**config.mk**
```make
export PLATFORM = sky130hd
export DESIGN_NAME = backlight_settings_controller_core
export DESIGN_NICKNAME = d
export VERILOG_FILES = /design/src/sv/bsc_pkg.sv /design/src/sv/bsc_in_reg.sv /design/src/sv/bsc_exec.sv /design/src/sv/backlight_settings_controller_core.sv
export SDC_FILE = /design/constraint.sdc
export NUM_CORES = 1
export LEC_CHECK = 0
export ABC_CLOCK_PERIOD_IN_PS = 4480
export BUFFER_PORTS_ARGS = -buffer_cell sky130_fd_sc_hd__buf_2
export CAP_MARGIN = 20
export CORE_AREA = 8 8 158 115
export CTS_CLUSTER_DIAMETER = 150
export DETAILED_ROUTE_END_ITERATION = 6
export DIE_AREA = 0 0 166 123
export HOLD_SLACK_MARGIN = 0.15
export PLACE_DENSITY = 0.84
export SLEW_MARGIN = 20
export SYNTH_ARGS = -nofsm -noshare
export SYNTH_HDL_FRONTEND = slang
export SYNTH_SLANG_ARGS = --single-unit
```
**constraint.sdc**
```tcl
create_clock -name clk -period 4.48 [get_ports clk]
set_input_delay 0.224 -clock clk [delete_from_list [all_inputs] [get_ports clk]]
set_output_delay 0.224 -clock clk [all_outputs]
set_load 0.05 [all_outputs]
```
**src/sv/bsc_pkg.sv**
```systemverilog
`default_nettype none
package bsc_pkg;

  typedef enum logic [3:0] {
    OP_SET_EN     = 4'd0,
    OP_SET_BRIGHT = 4'd1,
    OP_SET_ON     = 4'd2,
    OP_SET_OFF    = 4'd3,
    OP_TOGGLE     = 4'd4,
    OP_INC        = 4'd5,
    OP_DEC        = 4'd6,
    OP_CYC_ON     = 4'd7,
    OP_CYC_OFF    = 4'd8,
    OP_SWITCH     = 4'd9,
    OP_WIFI       = 4'd10,
    OP_REFRESH    = 4'd11
  } op_t;

  typedef enum logic [2:0] {
    UPD_ONOFF  = 3'd0,
    UPD_BRIGHT = 3'd1,
    UPD_SWITCH = 3'd2,
    UPD_WIFI   = 3'd3,
    UPD_COLOR  = 3'd4
  } upd_t;

  typedef struct packed {
    logic [7:0] red;
    logic [7:0] green;
    logic [7:0] blue;
  } rgb_t;

  typedef struct packed {
    logic [3:0] opcode;
    logic       enable_in;
    logic [7:0] brightness_in;
    rgb_t       color_in;
    logic [7:0] switch_index;
    logic       switch_on;
    logic [7:0] wifi_pattern;
  } cmd_t;

  typedef struct packed {
    upd_t       update_type;
    logic [7:0] update_param;
    logic       update_mask;
    logic       enabled_now;
    logic [6:0] brightness_now;
    rgb_t       on_rgb;
    rgb_t       off_rgb;
  } rslt_t;

  localparam logic [6:0] BRIGHT_MAX      = 7'd100;
  localparam logic [6:0] BRIGHT_STEP_TOP = 7'd90;
  localparam logic [6:0] BRIGHT_STEP_LOW = 7'd20;
  localparam logic [6:0] BRIGHT_STEP     = 7'd10;
  localparam logic [6:0] BRIGHT_FLOOR    = 7'd10;

  localparam rgb_t ON_RESET  = '{8'd0, 8'd0, 8'd255};
  localparam rgb_t OFF_RESET = '{8'd128, 8'd128, 8'd128};

  localparam int ON_N  = 10;
  localparam int OFF_N = 9;

  localparam rgb_t ON_PAL [ON_N] = '{
    '{8'd0,   8'd0,   8'd255}, '{8'd0,   8'd255, 8'd0},
    '{8'd255, 8'd0,   8'd0},   '{8'd0,   8'd255, 8'd255},
    '{8'd255, 8'd0,   8'd255}, '{8'd255, 8'd255, 8'd0},
    '{8'd255, 8'd128, 8'd0},   '{8'd255, 8'd255, 8'd255},
    '{8'd255, 8'd180, 8'd50},  '{8'd128, 8'd0,   8'd255}
  };

  localparam rgb_t OFF_PAL [OFF_N] = '{
    '{8'd128, 8'd128, 8'd128}, '{8'd0,  8'd0,  8'd0},
    '{8'd40,  8'd0,   8'd0},   '{8'd0,  8'd0,  8'd40},
    '{8'd0,   8'd40,  8'd0},   '{8'd40, 8'd20, 8'd0},
    '{8'd30,  8'd30,  8'd30},  '{8'd0,  8'd30, 8'd30},
    '{8'd25,  8'd0,   8'd40}
  };

  // Next on-palette entry; a color not in the palette goes to the first entry.
  function automatic rgb_t on_advance(rgb_t c);
    logic [3:0] idx;
    logic [3:0] nxt;
    logic       hit;
    idx = '0;
    hit = 1'b0;
    for (int k = ON_N - 1; k >= 0; k--) begin
      if (c == ON_PAL[k]) begin
        hit = 1'b1;
        idx = 4'(k);
      end
    end
    if (!hit || idx == 4'(ON_N - 1)) begin
      nxt = '0;
    end else begin
      nxt = idx + 4'd1;
    end
    return ON_PAL[nxt];
  endfunction

  function automatic rgb_t off_advance(rgb_t c);
    logic [3:0] idx;
    logic [3:0] nxt;
    logic       hit;
    idx = '0;
    hit = 1'b0;
    for (int k = OFF_N - 1; k >= 0; k--) begin
      if (c == OFF_PAL[k]) begin
        hit = 1'b1;
        idx = 4'(k);
      end
    end
    if (!hit || idx == 4'(OFF_N - 1)) begin
      nxt = '0;
    end else begin
      nxt = idx + 4'd1;
    end
    return OFF_PAL[nxt];
  endfunction

endpackage
`default_nettype wire

```
**src/sv/bsc_in_reg.sv**
```systemverilog
`default_nettype none
module bsc_in_reg
  import bsc_pkg::*;
(
  input  wire logic clk,
  input  wire logic rst_n,
  input  wire logic in_valid,
  output logic      in_ready,
  input  wire cmd_t in_cmd,
  input  wire logic advance,
  output logic      cmd_vld,
  output cmd_t      cmd
);

  logic vld_r, vld_nxt;
  cmd_t cmd_r;

  assign in_ready = !vld_r || advance;
  assign cmd_vld  = vld_r;
  assign cmd      = cmd_r;

  always_comb begin
    vld_nxt = vld_r;
    if (in_valid && in_ready) begin
      vld_nxt = 1'b1;
    end else if (advance) begin
      vld_nxt = 1'b0;
    end
  end

  always_ff @(posedge clk) begin
    if (!rst_n) begin
      vld_r <= 1'b0;
    end else begin
      vld_r <= vld_nxt;
    end
  end

  always_ff @(posedge clk) begin
    if (in_valid && in_ready) begin
      cmd_r <= in_cmd;
    end
  end

endmodule
`default_nettype wire

```
**src/sv/bsc_exec.sv**
```systemverilog
`default_nettype none
module bsc_exec
  import bsc_pkg::*;
(
  input  wire logic clk,
  input  wire logic rst_n,
  input  wire logic cmd_vld,
  input  wire cmd_t cmd,
  output logic      advance,
  output logic      out_valid,
  input  wire logic out_ready,
  output rslt_t     rslt
);

  logic       en_r, en_nxt;
  logic [6:0] bright_r, bright_nxt;
  rgb_t       on_r, on_nxt;
  rgb_t       off_r, off_nxt;
  logic       out_vld_r, out_vld_nxt;
  rslt_t      rslt_r, rslt_nxt;
  logic       defined;

  assign advance   = cmd_vld && (!out_vld_r || out_ready);
  assign out_valid = out_vld_r;
  assign rslt      = rslt_r;

  always_comb begin
    en_nxt     = en_r;
    bright_nxt = bright_r;
    on_nxt     = on_r;
    off_nxt    = off_r;
    defined    = 1'b1;
    rslt_nxt.update_type  = UPD_COLOR;
    rslt_nxt.update_param = '0;
    rslt_nxt.update_mask  = 1'b0;
    case (op_t'(cmd.opcode))
      OP_SET_EN: begin
        en_nxt = cmd.enable_in;
        rslt_nxt.update_type  = UPD_ONOFF;
        rslt_nxt.update_param = {7'd0, cmd.enable_in};
      end
      OP_SET_BRIGHT: begin
        if (cmd.brightness_in > {1'b0, BRIGHT_MAX}) begin
          bright_nxt = BRIGHT_MAX;
        end else begin
          bright_nxt = cmd.brightness_in[6:0];
        end
        rslt_nxt.update_type  = UPD_BRIGHT;
        rslt_nxt.update_param = {1'b0, bright_nxt};
      end
      OP_SET_ON: begin
        on_nxt = cmd.color_in;
      end
      OP_SET_OFF: begin
        off_nxt = cmd.color_in;
      end
      OP_TOGGLE: begin
        en_nxt = !en_r;
        rslt_nxt.update_type  = UPD_ONOFF;
        rslt_nxt.update_param = {7'd0, !en_r};
      end
      OP_INC: begin
        if (bright_r <= BRIGHT_STEP_TOP) begin
          bright_nxt = bright_r + BRIGHT_STEP;
        end else begin
          bright_nxt = BRIGHT_MAX;
        end
        rslt_nxt.update_type  = UPD_BRIGHT;
        rslt_nxt.update_param = {1'b0, bright_nxt};
      end
      OP_DEC: begin
        if (bright_r >= BRIGHT_STEP_LOW) begin
          bright_nxt = bright_r - BRIGHT_STEP;
        end else begin
          bright_nxt = BRIGHT_FLOOR;
        end
        rslt_nxt.update_type  = UPD_BRIGHT;
        rslt_nxt.update_param = {1'b0, bright_nxt};
      end
      OP_CYC_ON: begin
        on_nxt = on_advance(on_r);
      end
      OP_CYC_OFF: begin
        off_nxt = off_advance(off_r);
      end
      OP_SWITCH: begin
        rslt_nxt.update_type  = UPD_SWITCH;
        rslt_nxt.update_param = cmd.switch_index;
        rslt_nxt.update_mask  = cmd.switch_on;
      end
      OP_WIFI: begin
        rslt_nxt.update_type  = UPD_WIFI;
        rslt_nxt.update_param = cmd.wifi_pattern;
      end
      OP_REFRESH: begin
      end
      default: begin
        // Unused opcodes leave the settings alone and produce no word.
        defined    = 1'b0;
        en_nxt     = en_r;
        bright_nxt = bright_r;
        on_nxt     = on_r;
        off_nxt    = off_r;
      end
    endcase
    rslt_nxt.enabled_now    = en_nxt;
    rslt_nxt.brightness_now = bright_nxt;
    rslt_nxt.on_rgb         = on_nxt;
    rslt_nxt.off_rgb        = off_nxt;
  end

  always_comb begin
    out_vld_nxt = out_vld_r;
    if (advance) begin
      out_vld_nxt = defined;
    end else if (out_ready) begin
      out_vld_nxt = 1'b0;
    end
  end

  always_ff @(posedge clk) begin
    if (!rst_n) begin
      en_r      <= 1'b1;
      bright_r  <= BRIGHT_MAX;
      on_r      <= ON_RESET;
      off_r     <= OFF_RESET;
      out_vld_r <= 1'b0;
    end else begin
      out_vld_r <= out_vld_nxt;
      if (advance) begin
        en_r     <= en_nxt;
        bright_r <= bright_nxt;
        on_r     <= on_nxt;
        off_r    <= off_nxt;
      end
    end
  end

  always_ff @(posedge clk) begin
    if (advance) begin
      rslt_r <= rslt_nxt;
    end
  end

  a_bright_range: assert property (@(posedge clk) disable iff (!rst_n)
    bright_r <= BRIGHT_MAX)
    else $error("brightness setting above maximum");

  a_undef_silent: assert property (@(posedge clk) disable iff (!rst_n)
    advance && !defined |=> !out_vld_r)
    else $error("unused opcode produced a word");

  a_toggle_flips: assert property (@(posedge clk) disable iff (!rst_n)
    advance && cmd.opcode == OP_TOGGLE |=> en_r != $past(en_r))
    else $error("toggle did not change the enable");

  a_bright_msg: assert property (@(posedge clk) disable iff (!rst_n)
    out_vld_r && rslt_r.update_type == UPD_BRIGHT |->
      rslt_r.update_param == {1'b0, rslt_r.brightness_now})
    else $error("brightness word disagrees with setting");

endmodule
`default_nettype wire

```
**src/sv/backlight_settings_controller_core.sv**
```systemverilog
// A command word accepted at the input handshake is held in the input register, then its
// result word is written to the result register, from which it can be taken.
// Throughput: one command word per cycle while out_tready accepts results; the input register
// can take a new word while a finished result waits, and the settings update in the output stage.
// Unused opcodes pass through without a result word.
// Reset (rst_n low, synchronous): both stages empty, enable on, brightness 100,
// on color blue, off color mid gray.
`default_nettype none
module backlight_settings_controller_core
  import bsc_pkg::*;
(
  input  wire logic        clk,
  input  wire logic        rst_n,
  input  wire logic        in_tvalid,
  output logic             in_tready,
  // enable_in[0], brightness_in[8:1], red_in[16:9], green_in[24:17], blue_in[32:25],
  // switch_index[40:33], switch_on[41], wifi_pattern[49:42], zeros above
  input  wire logic [55:0] in_tdata,
  // opcode[3:0]
  input  wire logic [3:0]  in_tuser,
  output logic             out_tvalid,
  input  wire logic        out_tready,
  // update_param[7:0], update_mask[8], enabled_now[9], brightness_now[16:10],
  // on_red[24:17], on_green[32:25], on_blue[40:33], off_red[48:41],
  // off_green[56:49], off_blue[64:57], zeros above
  output logic [71:0]      out_tdata,
  // update_type[2:0]
  output logic [2:0]       out_tuser
);

  cmd_t  in_cmd;
  cmd_t  cmd;
  logic  cmd_vld;
  logic  advance;
  rslt_t rslt;

  assign in_cmd.opcode         = in_tuser;
  assign in_cmd.enable_in      = in_tdata[0];
  assign in_cmd.brightness_in  = in_tdata[8:1];
  assign in_cmd.color_in.red   = in_tdata[16:9];
  assign in_cmd.color_in.green = in_tdata[24:17];
  assign in_cmd.color_in.blue  = in_tdata[32:25];
  assign in_cmd.switch_index   = in_tdata[40:33];
  assign in_cmd.switch_on      = in_tdata[41];
  assign in_cmd.wifi_pattern   = in_tdata[49:42];

  bsc_in_reg u_in_reg (
    .clk      (clk),
    .rst_n    (rst_n),
    .in_valid (in_tvalid),
    .in_ready (in_tready),
    .in_cmd   (in_cmd),
    .advance  (advance),
    .cmd_vld  (cmd_vld),
    .cmd      (cmd)
  );

  bsc_exec u_exec (
    .clk       (clk),
    .rst_n     (rst_n),
    .cmd_vld   (cmd_vld),
    .cmd       (cmd),
    .advance   (advance),
    .out_valid (out_tvalid),
    .out_ready (out_tready),
    .rslt      (rslt)
  );

  assign out_tuser = rslt.update_type;
  assign out_tdata = {7'd0,
                      rslt.off_rgb.blue, rslt.off_rgb.green, rslt.off_rgb.red,
                      rslt.on_rgb.blue, rslt.on_rgb.green, rslt.on_rgb.red,
                      rslt.brightness_now, rslt.enabled_now, rslt.update_mask,
                      rslt.update_param};

endmodule
`default_nettype wire
```
Yosys cells after proc, flatten, opt, wreduce, memory -nomap -nowiden
Memories as Yosys holds them, arrays and structs flattened. Index checks and enable logic that the tools add are counted.

Bits in registers: 180. Bits in latches: 0. RAM bits: 0. ROM bits: 768. Input bits: 64. Output and inout port bits: 77. Word-level logic and storage cells: 153. Memories kept: 2.

Add/sub/neg operators: 4. Multipliers: 0. Div/mod/pow operators: 0. Order comparisons: 5. Equal/unequal tests: 31. Shift operators: 0. Multiplexer cells: 63. Bitwise logic cells: 2. Reductions and logical operators: 16.

Memories: (name not given) (depth 16, width 24, rd ports 1, clocked after memory_dff 0, write ports 0, line bsc_pkg.sv:99) `return ON_PAL[nxt];`; (name not given) (depth 16, width 24, rd ports 1, clocked after memory_dff 0, write ports 0, line bsc_pkg.sv:119) `return OFF_PAL[nxt];`.

Operators with widths (count): 24-bit equality test, second input constant (8); 4-bit two-way mux (25); 24-bit two-way mux (4); 24-bit case mux with 2 select lines (2); 11-bit case mux with 7 select lines (1); 24-bit by 16-bit equality test with 1-bit output, second input constant (2); 24-bit by 21-bit equality test with 1-bit output, second input constant (2); 24-bit by 22-bit equality test with 1-bit output, second input constant (2); 1-bit two-way mux (26); 24-bit by 13-bit equality test with 1-bit output, second input constant (1); 24-bit by 14-bit equality test with 1-bit output, second input constant (1); 24-bit by 6-bit equality test with 1-bit output, second input constant (1); 24-bit by 8-bit equality test with 1-bit output, second input constant (1); 4-bit equality test, second input constant (6); 24-bit logical NOT (1); 7-bit two-way mux (3); 7-bit case mux with 3 select lines (1); 4-bit by 3-bit equality test with 1-bit output, second input constant (4); 12-bit OR reduction (1); 5-bit greater-or-equal comparator, second input constant (2); 4-bit inverter with 5-bit output (2); 4-bit by 1-bit adder with 4-bit output, second input constant (2); 4-bit by 2-bit equality test with 1-bit output, second input constant (2); 8-bit by 7-bit greater-than comparator with 1-bit output, second input constant (1); other kinds (11) (20).

Longest topological paths before layout
Gate-level depths: netlist of run 1.

Depth in word-level cells: 21. Depth in mapped cells: 19.

Modules after synthesis
Synthesis of run 1 repeated with hierarchy kept, for this count alone.

Cells, all modules: 818. Area, all modules: 8738.4 um^2.

By module, submodules not included: bsc_exec (times used 1, cells an instance 751, area an instance 7003.0 um^2); bsc_in_reg (times used 1, cells an instance 59, area an instance 1679.1 um^2); backlight_settings_controller_core (times used 1, cells an instance 8, area an instance 56.3 um^2).

Worst setup path after synthesis of run 1
No wires, ideal clock.

Path type: register -> register. Start point: register u_exec.off_r[8] (netlist bit). End point: register u_exec.rslt_r, in the netlist u_exec.rslt[19], data pin. Setup time: 0.261 ns. Arrival: 3.553 ns. Slack: 0.666 ns. Cell stages (with the launch flop): 16. Buffers on the path: 0. Period minus slack after synthesis: 3.814 ns. Cells stage by stage: dfxtp_1 or4_4 or3_4 o31ai_1 a31oi_1 ha_1 o21ai_0 and4_1 nor3_2 nand2_1 nand2_1 ha_1 or2_2 o211ai_1 a211oi_2 a221o_1.

RTL lines: from (decl) (line bsc_exec.sv:18) `rgb_t off_r, off_nxt;`; from (signal assigned) (line bsc_exec.sv:134) `off_r <= off_nxt;`; to (signal assigned) (line bsc_exec.sv:141) `rslt_r <= rslt_nxt;`; to (decl) (line bsc_exec.sv:20) `rslt_t rslt_r, rslt_nxt;`.

==> out/metrics.csv, run 1 <==
metric,value,unit
status,completed,
Syn Inst Count,820,
Nets,1074,
initial DRC count,1052,
clock latency on the worst-skew pair,440,ps
CP required,4660,ps
first-pass GRT wire length,41.0,mm
worst r2r path cells,15,
Initial Util,55.2,%
CTS Buf Count,17,
clk sinks,180,
final setup violation count,0,
"Avg Cell Area, Syn",10.7,um^2
Post-synth ARST share,0,%
CP arrival,4430,ps
FF-to-FF End,u_exec.rslt[19],
GRT overflow,0,
worst-path maximum fanout,6,
Post-CTS Setup Bufs,0,
Final Hold Vio Count,0,
DR vias,7816,
setup TNS,0,ps
WL/cell,21.6,um
CTS tree,built,
IO buf count,127,
Hold Path Origin,rst_n,
flop and latch count out of synthesis,180,
Inst Count DP,1124,
Ys Warns,0,
die width,166,um
post-synthesis mux area share,0.343,%
Critical Path Start Type,flop,
Compound-Gate Fraction of Synth Area,20.4,%
Hold Path Stages,3,
Final min period,4260,ps
Synth Area in Simple Gates,17.9,%
die footprint,20400,um^2
Detailed Route WL,26.2,mm
share of cells above drive strength 1,20.4,%
Worst Setup SP,u_exec.off_r[8],
normalized max-slew margin,37.9,%
All-Layer GR Usage,25.5,%
CTS Buffer Depth,2,
leakage,4.16,nW
number of synthesized flops with an enable pin,122,
WHS,282,ps
reg2reg start,u_exec.off_r[8],
Power Density,368,nW/um^2
RSZ-0062 raised after global routing,false,
synth unique cells,81,
top_reg_cell synth,edfxtp_1,
First-pass DRT Iterations,5,
Post-Synth XOR/XNOR Area,0.200,%
Synth top area share,41.8,%
Post-Layout Cell Count,1213,
root buffer cell,clkbuf_16,
Remaining DRCs,0,
"Core Util, Final",67.8,%
largest net degree at the start of global routing,90,
Worst Hold Path EP,u_exec.on_r[5],
placement row count,39,
CP Class,reg -> reg,
Mapped Area,8760,um^2
crit end category,flop,
detail-routed via count per cell,6.44,
"CTS clk-pin slew, worst paths",60,ps
FMAX,235,MHz
max-slew violations,0,
main combinational cell family by area after synthesis,compound AO/OA/AOI/OAI gates,
measured slew at the worst slew-check pin,931,ps
Ports,141,
leading area contributor after synthesis,edfxtp_1,
synth top area cells,"edfxtp_1, dfxtp_1, nand2_1",
Synth Area in Adders,2.29,%
# H-tree levels,4,
HP Class,in -> reg,
fin crit share,95.0,%
clk_skew,12.5,ps
vias in the first global route,7357,
dpl hpwl,17.9,mm
Area Overhead vs Synth,22.7,%
total core area,15900,um^2
Detail Route Antenna Nets,0,
max-cap violation count,0,
number of fillers in the final layout,1160,
peak supply drop,0.000225,V
GP Congestion,0.951,
Die Y,123,um
r2r setup slk,220,ps
initial antenna violation count,1,
"Seq/Total Area, Yosys",55.1,%
==> flip-flops by register name, indices dropped and copies added (netlist names) <==
name,cells
u_exec.off_r,24
u_exec.out_valid,1
u_exec.bright_r,7
u_exec.on_r,24
u_in_reg.cmd_vld,1
u_exec.en_r,1
u_exec.rslt,68
u_in_reg.cmd,54
==> synthesized netlist by cell type, types with 11 or more instances <==
cell type    n
edfxtp_1   122
nand2_1     84
dfxtp_1     58
nor2_1      48
a21oi_1     37
a22oi_1     36
clkbuf_1    35
o21ai_0     35
o21ai_1     31
nor3_1      28
nand3_1     26
a22o_1      23
inv_1       23
a221o_1     21
ha_1        16
nand4_1     14
nor4_1      12
or3_1       12
o31ai_1     11
==> cell families (layout without fill, tap and decap cells) <==
family | after synthesis | after routing
simple gates | 293 | 293
compound gates | 252 | 252
flops | 180 | 180
buf+inv | 74 | 255
fa+ha+maj | 16 | 16
xor+xnor | 2 | 2
mux | 2 | 2
other cells | 1 | 8
==> worst max path at each step <==
stage                 endpoint  slack [ps]  cells after the start
2_1_floorplan  u_exec.rslt[19]         670                     15
3_3_place_gp   u_exec.rslt[19]         320                     15
3_5_place_dp   u_exec.rslt[19]         260                     15
4_1_cts        u_exec.rslt[19]         200                     15
5_1_grt        u_exec.rslt[19]          20                     15
6_report       u_exec.rslt[19]         220                     15
==> report_power, final <==
group,internal [W],total [W],leakage [nW],switching (W)
Clock,0.000848,0.00151,0.284,0.000660
Combinational,0.000170,0.000520,2.25,0.000350
Sequential,0.00186,0.00193,1.63,0.0000681
==> per-stage QoR <==
stage	power [W]	instance area, um^2	setup slack (ps)
after floorplan	0.00229	8780	666
after global placement	0.00242	9570	319
after detailed placement	0.00243	9590	261
after CTS	0.00395	10700	203
after global routing	0.00407	10700	15.1
final	0.00396	10700	223
==> layout make-up <==
| type | instances | area (um^2) | share of cell area, % |
|---|---|---|---|
| Multi-Input combinational cell | 572 | 3650 | 33.9 |
| Clock buffer | 20 | 447 | 4.16 |
| Sequential cell | 180 | 4820 | 44.9 |
| Tap cell | 205 | 256 | 2.39 |
| Antenna cell | 1 | 2.50 | 0.0233 |
| Clock inverter | 12 | 144 | 1.34 |
| Inverter | 23 | 88.8 | 0.827 |
| Timing Repair Buffer | 200 | 1340 | 12.4 |
==> critical path, cell delays in order, from the launching register on <==
cell	delay [ps]
dfxtp_1	350
or4_4	570
or3_4	410
o31ai_1	280
a31oi_1	190
ha_1	250
o21ai_0	140
and4_1	250
nor3_2	90
nand2_1	150
nand2_1	140
ha_2	260
or2_2	300
o211ai_1	200
a211oi_2	110
a221o_1	300
==> cells in the final DEF (no fill, tap or decap), types with 31 or more instances in the layout <==
cell / instances
o21ai_1: 31
o21ai_0: 35
nor2_1: 48
dlygate4sd3_1: 56
a22oi_1: 36
dfxtp_1: 58
edfxtp_1: 122
a21oi_1: 37
buf_2: 127
nand2_1: 84
==> repair_timing <==
item                                    in CTS  in global routing
endpoints found under the setup margin       0                  1
resized for setup                            0                  1
hold endpoints to repair                    56                  0
hold buffers                                56                  0
==> metal layers <==
layer,vias up,wire [um],GRT usage [%]
met2,510,11500,38.4
met1,3766,11400,35.4
met5,-,0,0
met3,37,2840,7.05
met4,0,542,8.49
li1,3503,-,-
Power figures use the tool's default switching activity.
==> run 2, diff against run 1 <==
--- a/config.mk
+++ b/config.mk
@@ -6,7 +6,7 @@
 export NUM_CORES = 1
 export LEC_CHECK = 0
 export ABC_CLOCK_PERIOD_IN_PS = 4480
-export BUFFER_PORTS_ARGS = -buffer_cell sky130_fd_sc_hd__buf_2
+export BUFFER_PORTS_ARGS = -buffer_cell sky130_fd_sc_hd__buf_4
 export CAP_MARGIN = 20
 export CORE_AREA = 8 8 158 115
 export CTS_CLUSTER_DIAMETER = 150
==> out/metrics.csv, run 2 (synthesis results as in run 1) <==
metric,value,unit
status,completed,
total core area,15900,um^2
IO buf count,127,
CP required,4670,ps
normalized max-slew margin,26.2,%
measured slew at the worst slew-check pin,1100,ps
die footprint,20400,um^2
first-pass GRT wire length,41.2,mm
initial DRC count,1267,
Largest register FFs,68,
crit end category,flop,
Critical Path Start Type,flop,
die width,166,um
Area Overhead vs Synth,26.3,%
Initial Util,55.2,%
DR vias,7764,
Multi-input gate area,3650,um^2
Ports,141,
pre-CTS WS,272,ps
clock latency on the worst-skew pair,440,ps
share of cells above drive strength 1,20.2,%
Post-CTS Setup Bufs,0,
"CTS clk-pin slew, worst paths",80,ps
Detailed Route WL,26.5,mm
FMAX,237,MHz
Power Density,364,nW/um^2
CTS Buf Count,17,
root buffer cell,clkbuf_16,
detail-routed via count per cell,6.42,
RSZ-0062 raised after global routing,false,
initial antenna violation count,1,
largest net degree at the start of global routing,101,
# H-tree levels,4,
max-cap violation count,0,
Total Power,0.00403,W
CTS tree,built,
CTS Buffer Depth,2,
All-Layer GR Usage,25.7,%
leakage,4.28,nW
peak supply drop,0.000190,V
fin crit share,94.2,%
First-pass DRT Iterations,6,
WL/cell,21.9,um
Placed Instance Area,9890,um^2
cell area after layout,11100,um^2
CP Class,reg -> reg,
CP arrival,4410,ps
GP Congestion,0.951,
max-slew violations,0,
clk sinks,180,
Final Hold Vio Count,0,
Remaining DRCs,0,
GRT overflow,0,
final setup violation count,0,
setup TNS,0,ps
vias in the first global route,7236,
"commonest non-fill, non-tap cell in the layout",buf_4,
"Core Util, Final",69.7,%
worst-path maximum fanout,6,
HP Class,in -> reg,
most used cells in the layout excluding fill and tap cells,"buf_4, edfxtp_1, nand2_1",
number of fillers in the final layout,1131,
placement row count,39,
Final WS setup,260,ps
Nets,1071,
r2r setup slk,260,ps
Final min period,4220,ps
dpl hpwl,17.7,mm
Reg area,4820,um^2
Detail Route Antenna Nets,0,
clk_skew,12.4,ps
Die Y,123,um
## run 2: layer usage
| metal | vias to the layer above | share of wire [%] | global-route usage, % |
|---|---|---|---|
| li1 | 3508 | - | - |
| met1 | 3728 | 43 | 35.8 |
| met2 | 482 | 42 | 36.9 |
| met3 | 46 | 12 | 9.51 |
| met4 | 0 | 2.1 | 7.36 |
| met5 | - | 0 | 0 |
## run 2: layout make-up
type,instances,share of cell area (%)
diodes,1,0.0226
clock buffers,18,3.97
clock inverters,14,1.50
inverters,23,0.803
multi-input cells,572,33.0
flip-flops and latches,180,43.6
well taps,205,2.32
repair buffers,197,14.8
## run 2: critical path, stage by stage, from the launching register on
cell      delay, ps
dfxtp_1         340
or4_4           560
or3_4           420
o31ai_1         270
a31oi_1         190
ha_1            250
o21ai_0         150
and4_1          250
nor3_2          100
nand2_1         150
nand2_1         140
ha_2            270
or2_2           300
o211ai_1        190
a211oi_2        110
a221o_1         280
## run 2: worst paths after layout
kind / startpoint / end / cells after the start
max: u_exec.off_r[8] / u_exec.rslt[19] / 15
min: rst_n / u_exec.on_r[1] / 2
max reg2reg: u_exec.off_r[8] / u_exec.rslt[19] / 15
min reg2reg: u_exec.on_r[12] / u_exec.on_r[12] / 2
## run 2: metrics by stage
stage               std cells  hold WS [ps]
floorplan                 826           323
global placement         1120           403
detailed placement       1121           404
CTS                      1209           162
global route             1210           170
finish                   1210           166
## run 2: what timing repair did
item / 4_1_cts / 5_1_grt
resized for setup: 0 / 1
hold endpoints to repair: 56 / 0
endpoints found under the setup margin: 0 / 1
hold buffers: 56 / 0
## run 2: power breakdown
part           internal, W  switching [W]
combinational     0.000200       0.000355
clock             0.000856       0.000689
sequential         0.00186      0.0000682
==> run 3, diff against run 2 <==
--- a/config.mk
+++ b/config.mk
@@ -8,13 +8,15 @@
 export ABC_CLOCK_PERIOD_IN_PS = 4480
 export BUFFER_PORTS_ARGS = -buffer_cell sky130_fd_sc_hd__buf_4
 export CAP_MARGIN = 20
-export CORE_AREA = 8 8 158 115
+export CORE_AREA = 8 8 157 115
 export CTS_CLUSTER_DIAMETER = 150
 export DETAILED_ROUTE_END_ITERATION = 6
-export DIE_AREA = 0 0 166 123
+export DIE_AREA = 0 0 165 123
+export GPL_ROUTABILITY_DRIVEN = 1
 export HOLD_SLACK_MARGIN = 0.15
-export PLACE_DENSITY = 0.84
+export PLACE_DENSITY = 0.85
 export SLEW_MARGIN = 20
 export SYNTH_ARGS = -nofsm -noshare
 export SYNTH_HDL_FRONTEND = slang
+export SYNTH_HIERARCHICAL = 1
 export SYNTH_SLANG_ARGS = --single-unit
==> out/metrics.csv, run 3 <==
metric,value,unit
dpl hpwl,18.0,mm
WL/cell,21.9,um
r2r setup slk,220,ps
CP Class,reg -> reg,
Synth top area share,41.9,%
pre-CTS WS,26.5,ps
max-cap violation count,0,
top_reg_cell synth,edfxtp_1,
"commonest non-fill, non-tap cell in the layout",buf_4,
peak supply drop,0.000234,V
clock latency on the worst-skew pair,440,ps
CP arrival,4510,ps
most used cells in the layout excluding fill and tap cells,"buf_4, edfxtp_1, nor2_1",
total core area,15800,um^2
CP required,4740,ps
Nets,1089,
synth top area cells,"edfxtp_1, dfxtp_1, a22oi_1",
Post-Layout Cell Count,1227,
largest net degree at the start of global routing,55,
"CTS clk-pin slew, worst paths",70,ps
Detail Route Antenna Nets,0,
Die Y,123,um
All-Layer GR Usage,26.6,%
Initial Util,55.4,%
FF-to-FF End,u_exec/rslt[19],
Final Hold Vio Count,0,
normalized max-slew margin,28.6,%
Detailed Route WL,26.9,mm
crit end category,flop,
Syn Inst Count,818,
CP max stage cell,or4_4,
GP Congestion,0.973,
clk sinks,180,
# H-tree levels,4,
share of cells above drive strength 1,21.5,%
detail-routed via count per cell,6.39,
cell area after layout,11200,um^2
CTS Buf Count,17,
Area Overhead vs Synth,28.3,%
leakage,4.43,nW
Inst Count DP,1137,
Critical Path Start Type,flop,
worst-path maximum fanout,6,
Hold Path Stages,2,
setup TNS,0,ps
Ys Warns,6,
placement row count,39,
Ports,141,
Power Density,370,nW/um^2
die width,165,um
CP cell instances,or4_4 > or2_4 > nor3_4 > nor2_1 > and2_1 > ha_1 > or4bb_1 > a211o_1 > o21ai_1 > nand2b_4 > nand2_2 > inv_1 > ha_1 > inv_1 > a32oi_1 > a21oi_1 > o31ai_2,
Slowest Stage Delay on Critical Path,550,ps
die footprint,20300,um^2
Mapped Area,8740,um^2
Placed Instance Area,9990,um^2
Post-synth ARST share,0,%
CTS Buffer Depth,2,
max-slew violations,0,
reg2reg start,u_exec/off_r[16],
worst r2r path cells,17,
measured slew at the worst slew-check pin,1070,ps
Post-synth top cells,"edfxtp_1, nor2_1, nand2_1",
IO buf count,127,
synth unique cells,78,
Final min period,4260,ps
CTS tree,built,
"count leader, synth",edfxtp_1,
clk_skew,9.40,ps
final setup violation count,0,
number of fillers in the final layout,1114,
FMAX,235,MHz
DR vias,7841,
"Avg Cell Area, Syn",10.7,um^2
Final WS setup,224,ps
"Seq/Total Area, Yosys",55.2,%
GRT overflow,0,
number of synthesized flops with an enable pin,122,
vias in the first global route,7470,
initial antenna violation count,0,
ant diodes,0,
Hold Path Origin,in_tdata[24],
initial DRC count,987,
first-pass GRT wire length,41.5,mm
Largest register FFs,68,
leading area contributor after synthesis,edfxtp_1,
Remaining DRCs,0,
flop and latch count out of synthesis,180,
status,completed,
Worst Hold Path EP,u_in_reg/cmd[32],
HP Class,in -> reg,
root buffer cell,clkbuf_16,
RSZ-0062 raised after global routing,false,
fin crit share,95.0,%
Total Power,0.00415,W
First-pass DRT Iterations,6,
==> run 3: layout make-up <==
cell class,count,area (um^2),share of cell area (%)
multi-input combinational,571,3680,32.8
tap,205,256,2.29
sequential,180,4820,43.0
clock inverter,14,160,1.43
inverter,23,88.8,0.792
timing repair buffer,216,1760,15.7
clock buffer,18,439,3.92
==> run 3: stage by stage <==
stage	hold slack, ps	utilization (%)
2_1_floorplan	323	-
3_3_place_gp	403	63.4
3_5_place_dp	403	63.4
4_1_cts	479	70.8
5_1_grt	481	71.1
6_report	495	71.1
==> run 3: metal layers <==
metal	up-vias	GRT usage (%)	part of all wire, %
met4	0	9.93	2.2
met2	556	38.2	42
met1	3678	37.6	43
li1	3553	-	-
met5	-	0	0
met3	54	7.65	12
==> run 3: logic make-up (layout without fill, tap and decap cells) <==
family	after synthesis	in the layout	synth area share, %
adder cells (fa/ha/maj)	16	16	2.29
flip-flops	180	180	55.2
other	1	7	0.0429
AND/OR/NAND/NOR	295	295	17.3
multiplexers	4	4	0.473
XOR/XNOR	2	2	0.200
buffers and inverters	73	271	3.61
AO/OA/AOI/OAI	247	247	20.8
==> run 3: worst max path at each step <==
stage	slack, ps	cells after the start	to	start
2_1_floorplan	110	7	u_in_reg/cmd[0]	u_exec/out_valid
3_3_place_gp	140	17	u_exec/rslt[19]	u_exec/off_r[16]
3_5_place_dp	30	17	u_exec/rslt[19]	u_exec/off_r[16]
4_1_cts	30	17	u_exec/rslt[19]	u_exec/off_r[16]
5_1_grt	30	18	u_exec/rslt[19]	u_exec/off_r[19]
6_report	220	17	u_exec/rslt[19]	u_exec/off_r[16]
==> run 3: where the power goes <==
part / internal, W / leakage [nW] / switching, W
clock network: 0.000809 / 0.290 / 0.000708
registers: 0.00188 / 1.63 / 0.0000756
logic: 0.000240 / 2.51 / 0.000432
total: 0.00293 / 4.43 / 0.00122
==> run 3: critical path: cells and delay by family (launching register included) <==
kind                     cells  cell delay, ps
buffers and inverters        2             210
adder cells (fa/ha/maj)      2             410
AND/OR/NAND/NOR              8            2110
flip-flops                   1             320
AO/OA/AOI/OAI                5            1040
==> run 3: what timing repair did <==
action,CTS,global route
pin swaps,0,2
hold buffers,57,0
hold endpoints to repair,65,0
buffers inserted,0,1
setup endpoints to repair,1,2
resized for setup,1,9
